<file path="config.mk">
export PLATFORM = sky130hd
export DESIGN_NAME = lfor_ctrl
export DESIGN_NICKNAME = d
export VERILOG_FILES = /design/src/hw/rtl/lfor_pkg.sv /design/src/hw/rtl/lfor_ctrl.sv
export SDC_FILE = /design/constraint.sdc
export NUM_CORES = 1
export LEC_CHECK = 0
export BUFFER_PORTS_ARGS = -buffer_cell sky130_fd_sc_hd__buf_2
export CORE_MARGIN = 2
export CORE_UTILIZATION = 44
export DETAILED_ROUTE_END_ITERATION = 8
export PLACE_DENSITY = 0.84
export SLEW_MARGIN = 0
export SYNTH_ARGS = -nofsm -noshare
export SYNTH_HDL_FRONTEND = slang
export SYNTH_SLANG_ARGS = --single-unit
export TNS_END_PERCENT = 50
</file>
<file path="constraint.sdc">
create_clock -name i_clk -period 1.46 [get_ports i_clk]
set_input_delay 0.073 -clock i_clk [delete_from_list [all_inputs] [get_ports i_clk]]
set_output_delay 0.073 -clock i_clk [all_outputs]
set_load 0.01 [all_outputs]
</file>
<file path="src/hw/rtl/lfor_pkg.sv">
// Shared constants, command/status types and codes for the line fit unit.
// No dependencies.
package lfor_pkg;

    localparam int MaxPoints = 4096;
    localparam int AddrW     = $clog2(MaxPoints);
    localparam int CntW      = $clog2(MaxPoints + 1);
    localparam int MaxPasses = 16;
    localparam int PassW     = $clog2(MaxPasses + 1);
    localparam int OffW      = 16;
    localparam int TimeW     = 24;
    localparam int LimW      = 16;
    localparam int OutW      = 32;
    localparam int AccW      = 88;   // fit products and differences
    localparam int DenW      = 57;   // denominator magnitude
    localparam int MulBW     = 54;   // multiplier operand consumed bit-serially
    localparam int MulSteps  = MulBW;
    localparam int MulCntW   = $clog2(MulSteps);
    localparam int DivSteps  = AccW;
    localparam int DivCntW   = $clog2(DivSteps);
    localparam int GradShift = 20;

    localparam logic [LimW-1:0] LimitReset = 16'd2304;

    typedef logic [2:0] t_mul_op;
    localparam t_mul_op OpDenA = 3'd0;  // den  = used * sxx
    localparam t_mul_op OpDenB = 3'd1;  // den -= sx * sx
    localparam t_mul_op OpNsA  = 3'd2;  // ns   = used * sxy
    localparam t_mul_op OpNsB  = 3'd3;  // ns  -= sx * sy
    localparam t_mul_op OpNiA  = 3'd4;  // ni   = sy * sxx
    localparam t_mul_op OpNiB  = 3'd5;  // ni  -= sx * sxy

    localparam logic DivGrad = 1'b0;
    localparam logic DivIcpt = 1'b1;

    typedef struct packed {
        logic    load;
        logic    fit_init;
        logic    acc_init;
        logic    rd;
        logic    acc;
        logic    idx_inc;
        logic    mul_start;
        t_mul_op mul_op;
        logic    set_degen;
        logic    div_start;
        logic    div_sel;
        logic    res_init;
        logic    res_mul;
        logic    res_cmp;
        logic    emit;
    } t_ctl_cmd;

    typedef struct packed {
        logic idx_end;
        logic mul_done;
        logic div_done;
        logic fit_bad;
        logic pass_max;
        logic any_rej;
        logic out_free;
    } t_ctl_stat;

endpackage

</file>
<file path="src/hw/rtl/lfor_ctrl.sv">
// Sequencer of the line fit unit: load, accumulate, solve, reject, emit.
// Depends on lfor_pkg.
module lfor_ctrl
    import lfor_pkg::*;
(
    input  logic      i_clk,
    input  logic      i_rst_n,
    input  logic      i_in_valid,
    input  logic      i_in_last,
    output logic      o_in_ready,
    output t_ctl_cmd  o_cmd,
    input  t_ctl_stat i_stat
);

    localparam logic [3:0] S_LOAD     = 4'd0;
    localparam logic [3:0] S_ACC_INIT = 4'd1;
    localparam logic [3:0] S_ACC_RD   = 4'd2;
    localparam logic [3:0] S_ACC_ADD  = 4'd3;
    localparam logic [3:0] S_MUL_GO   = 4'd4;
    localparam logic [3:0] S_MUL_WAIT = 4'd5;
    localparam logic [3:0] S_CHECK    = 4'd6;
    localparam logic [3:0] S_DIV_G    = 4'd7;
    localparam logic [3:0] S_DIV_I    = 4'd8;
    localparam logic [3:0] S_RES_RD   = 4'd9;
    localparam logic [3:0] S_RES_MUL  = 4'd10;
    localparam logic [3:0] S_RES_CMP  = 4'd11;
    localparam logic [3:0] S_EMIT     = 4'd12;

    logic [3:0] r_state, n_state;
    t_mul_op    r_op, n_op;

    assign o_in_ready = (r_state == S_LOAD);

    always_comb begin
        n_state = r_state;
        n_op    = r_op;
        o_cmd   = '0;
        case (r_state)
            S_LOAD: begin
                if (i_in_valid) begin
                    o_cmd.load = 1'b1;
                    if (i_in_last) begin
                        o_cmd.fit_init = 1'b1;
                        n_state        = S_ACC_INIT;
                    end
                end
            end
            S_ACC_INIT: begin
                o_cmd.acc_init = 1'b1;
                n_state        = S_ACC_RD;
            end
            S_ACC_RD: begin
                if (i_stat.idx_end) begin
                    n_op    = OpDenA;
                    n_state = S_MUL_GO;
                end else begin
                    o_cmd.rd = 1'b1;
                    n_state  = S_ACC_ADD;
                end
            end
            S_ACC_ADD: begin
                o_cmd.acc     = 1'b1;
                o_cmd.idx_inc = 1'b1;
                n_state       = S_ACC_RD;
            end
            S_MUL_GO: begin
                o_cmd.mul_start = 1'b1;
                o_cmd.mul_op    = r_op;
                n_state         = S_MUL_WAIT;
            end
            S_MUL_WAIT: begin
                if (i_stat.mul_done) begin
                    if (r_op == OpNiB) begin
                        n_state = S_CHECK;
                    end else begin
                        n_op    = t_mul_op'(r_op + 3'd1);
                        n_state = S_MUL_GO;
                    end
                end
            end
            S_CHECK: begin
                if (i_stat.fit_bad) begin
                    o_cmd.set_degen = 1'b1;
                    n_state         = S_EMIT;
                end else begin
                    o_cmd.div_start = 1'b1;
                    o_cmd.div_sel   = DivGrad;
                    n_state         = S_DIV_G;
                end
            end
            S_DIV_G: begin
                if (i_stat.div_done) begin
                    o_cmd.div_start = 1'b1;
                    o_cmd.div_sel   = DivIcpt;
                    n_state         = S_DIV_I;
                end
            end
            S_DIV_I: begin
                if (i_stat.div_done) begin
                    if (i_stat.pass_max) begin
                        n_state = S_EMIT;
                    end else begin
                        o_cmd.res_init = 1'b1;
                        n_state        = S_RES_RD;
                    end
                end
            end
            S_RES_RD: begin
                if (i_stat.idx_end) begin
                    n_state = i_stat.any_rej ? S_ACC_INIT : S_EMIT;
                end else begin
                    o_cmd.rd = 1'b1;
                    n_state  = S_RES_MUL;
                end
            end
            S_RES_MUL: begin
                o_cmd.res_mul = 1'b1;
                n_state       = S_RES_CMP;
            end
            S_RES_CMP: begin
                o_cmd.res_cmp = 1'b1;
                o_cmd.idx_inc = 1'b1;
                n_state       = S_RES_RD;
            end
            S_EMIT: begin
                if (i_stat.out_free) begin
                    o_cmd.emit = 1'b1;
                    n_state    = S_LOAD;
                end
            end
            default: begin
                n_state = S_LOAD;
            end
        endcase
    end

    always_ff @(posedge i_clk) begin
        if (!i_rst_n) begin
            r_state <= S_LOAD;
            r_op    <= OpDenA;
        end else begin
            r_state <= n_state;
            r_op    <= n_op;
        end
    end

endmodule

</file>
==> summary.txt <==
Clock tree
  • CTS buffer count: 3
  • H-tree depth: 1
  • Clk slew on worst S/H paths: roughly 0.06 ns
  • Clock Sink Count: 7
  • Root buf cell: clkbuf_4
  • Clk Latency, worst-skew pair: around 0.26 ns
  • CTS tree: done
  • CTS Buffer Depth: 2

Worst setup path
  • Worst EP required: 1.39 ns
  • CP arrival: roughly 1.5 ns
  • Crit path launch type: flop
  • Worst r2r src: r_state[2]$_SDFFE_PN0P_
  • Critical Path Slowest Stage Cell: or4b_4
  • CP Capture Type: primary output
  • Critical Setup Path Class: reg -> out
  • Largest stage delay on the critical path: 0.53 ns
  • Critical Path Fanout Max: 5
  • CP cell instances: or4b_4 -> nor3b_2 -> buf_2
  • Worst Setup SP: r_state[2]$_SDFFE_PN0P_

Power
  • Max VDD drop: approximately 250 uV
  • PD cells: 490 mW/mm^2
  • Total power: around 660 uW
  • Pleak: approximately 0.6 nW

Drt
  • Vias/cell: ~6.1
  • DR iter-0 viols: 60
  • Post-DRT Antenna Nets: 0
  • Initial DRT Pass Iterations: 9
  • Routed len/inst: ~18 um
  • DRC violations left: 0
  • Vias: ~1,100
  • Routed WL: roughly 3.2 mm

STA
  • Worst Tran Pin Value: roughly 0.29 ns
  • Fmax: ~650 MHz
  • Setup Skew: ~0.0056 ns
  • Final hold viol count: 0
  • Final slew viol count: 0
  • Final period util: 105%
  • Final worst slack: -0.0759 ns
  • RSZ-0062 raised after global routing: true
  • Slew margin rel.: between 80% and 90%
  • Final Critical Period: around 1.5 ns
  • Final setup vio count: 14

Global routing
  • Grt ovf: 0
  • Largest net degree at the start of global routing: 13
  • First-pass GRT wire length: between 4 and 5 mm
  • GRT Resource Usage Total: between 20% and 30%
  • Vias in the first global route: between 900 and 1,000
  • Initial antenna violation count: 0

Hold path
  • HP Start: i_rst_n
  • Worst min path class: in -> reg

Yosys
  • Avg Cell Area, Syn: approximately 7.4 um^2
  • Net count after synthesis: roughly 120
  • Share of synthesized registers carrying an async set or reset: 0%
  • Mapped Cells: approximately 110
  • EDFF count, synth: 0
  • Dominant cell type by area after synthesis: dfxtp_1
  • Top_reg_cell synth: dfxtp_1
  • Seq/Total Area, Yosys: roughly 17%
  • Synth top area cells: dfxtp_1, and3_1, nand2_1, a21oi_1, mux2i_1
  • Warnings from Yosys: 0
  • #FFs+latches synth: 7
  • Post-Syn Area: approximately 810 um^2
  • Count of cell types in the netlist: between 40 and 50
  • Area fraction of the dominant cell type after synthesis: 17.3%

Status
  • Failing checks: negative setup slack
  • Status: finished, violations left

Place
  • RePlAce Congestion: 0.835
  • Final HPWL DP: 1.99 mm
  • Setup WS pre-CTS: -0.118 ns
  • IO Port Bufs: 28

Cells and area
  • # fillers: roughly 120
  • Fin nets: 171
  • Fraction of layout cells with a size suffix above 1: 59.9%
  • Layout area overhead: 65.2%
  • Ant. Diodes: 0

Floorplanning
  • IO Count: 29
  • Core region area: approximately 0.0017 mm^2
  • Die Wd: about 47 um
  • Initial Util: 47.0%
  • Total die area: between 0.002 and 0.0025 mm^2
  • # rows: 15
  • Die height: approximately 47 um

Run
  • Max_cap viols: 0
-- cells in the final DEF, fill, tap and decap left out, types with 2 or more instances in the layout --
master and instances:
buf_2 26, buf_4 17, buf_6 9, nand2_1 8
and3_1 7, nor2_1 4, o21ai_0 4, inv_1 4
nand2b_1 4, a21oi_1 4, a21oi_2 4, and2_1 3
nor2b_4 3, nand2_2 3, mux2i_1 3, a211oi_1 3
or4_4 3, clkbuf_4 3, dfxtp_2 3, dfxtp_4 3
and3_4 2, mux2_2 2, nand3b_1 2, ha_1 2
-- state kept, by name (all words and copies together), names as in the netlist --
name / cells
r_op: 3
r_state: 4
-- worst max-delay path, delay by kind of cell (launching register included) --
family                 cells  cell delay [ns]
and+or+nand+nor            2             0.69
buffers and inverters      1             0.15
DFF                        1             0.36
-- worst paths after layout --
kind	end	slack, ns	depth (start not counted)
max	o_cmd[3]	-0.08	3
min reg2reg	r_op[1]$_SDFFE_PN0P_	0.54	2
max reg2reg	r_state[2]$_SDFFE_PN0P_	-0.06	4
min	r_state[2]$_SDFFE_PN0P_	0.12	3
-- synthesized netlist by cell type (all sizes together) (2+ instances only) --
cell type	instances
nor3b	2
nor3	2
nand3b	2
mux2i	3
ha	2
and3	9
mux2	2
or4	4
inv	4
nor2b	5
nor2	5
a21oi	8
nand2b	4
buf	8
a211oi	3
nand2	11
dfxtp	7
o21ai	5
and2	4
-- power by group --
| part | internal (mW) | total, mW | switching (mW) |
|---|---|---|---|
| clock | 0.105 | 0.185 | 0.0804 |
| sequential | 0.194 | 0.204 | 0.0105 |
| combinational | 0.139 | 0.267 | 0.129 |
| total | 0.437 | 0.657 | 0.220 |
-- kinds of logic (layout without fill, tap and decap cells) --
kind of cell / count (synthesis) / in the layout / share of synthesized area [%]
AOI/OAI and AO/OA: 28 / 28 / 25.0
buffers and inverters: 13 / 61 / 8.63
muxes: 5 / 5 / 6.47
DFF: 7 / 7 / 17.3
and+or+nand+nor: 54 / 54 / 39.6
adders and majority gates: 2 / 2 / 3.08
-- through the flow --
stage | instance area (um^2) | std cells | TNS, ns | hold WS [ns] | util, %
2_1_floorplan | 818 | 109 | 0 | 0.189 | -
3_5_place_dp | 1080 | 172 | -0.562 | 0.364 | 62.4
3_3_place_gp | 1080 | 172 | -0.0621 | 0.363 | 62.4
5_1_grt | 1340 | 182 | -1.21 | 0.136 | 77.7
4_1_cts | 1190 | 177 | -0.362 | 0.108 | 69.1
6_report | 1340 | 182 | -0.523 | 0.120 | 77.7
-- what timing repair did --
item / in CTS / in global routing
pin swaps: 6 / 5
buffers inserted: 1 / 5
endpoints found under the setup margin: 24 / 22
gates resized for setup: 22 / 27
hold buffers: 0 / 0
-- routing by layer --
metal  wire length [um]  share of wire (%)  track usage (%)
met3                235                7.3             2.31
met4                128                4.0             10.6
met5                  0                  0                0
met2               1640                 51             50.4
met1               1230                 38             33.6
-- cell type report --
type | count | area (um^2) | share of cell area, %
Multi-Input combinational cell | 89 | 739 | 55.1
Timing Repair Buffer | 53 | 374 | 27.9
Tap cell | 25 | 31.3 | 2.33
Clock buffer | 4 | 26.3 | 1.96
Sequential cell | 7 | 155 | 11.6
Inverter | 4 | 15.0 | 1.12
No activity file was read; power rests on OpenSTA's default activity.
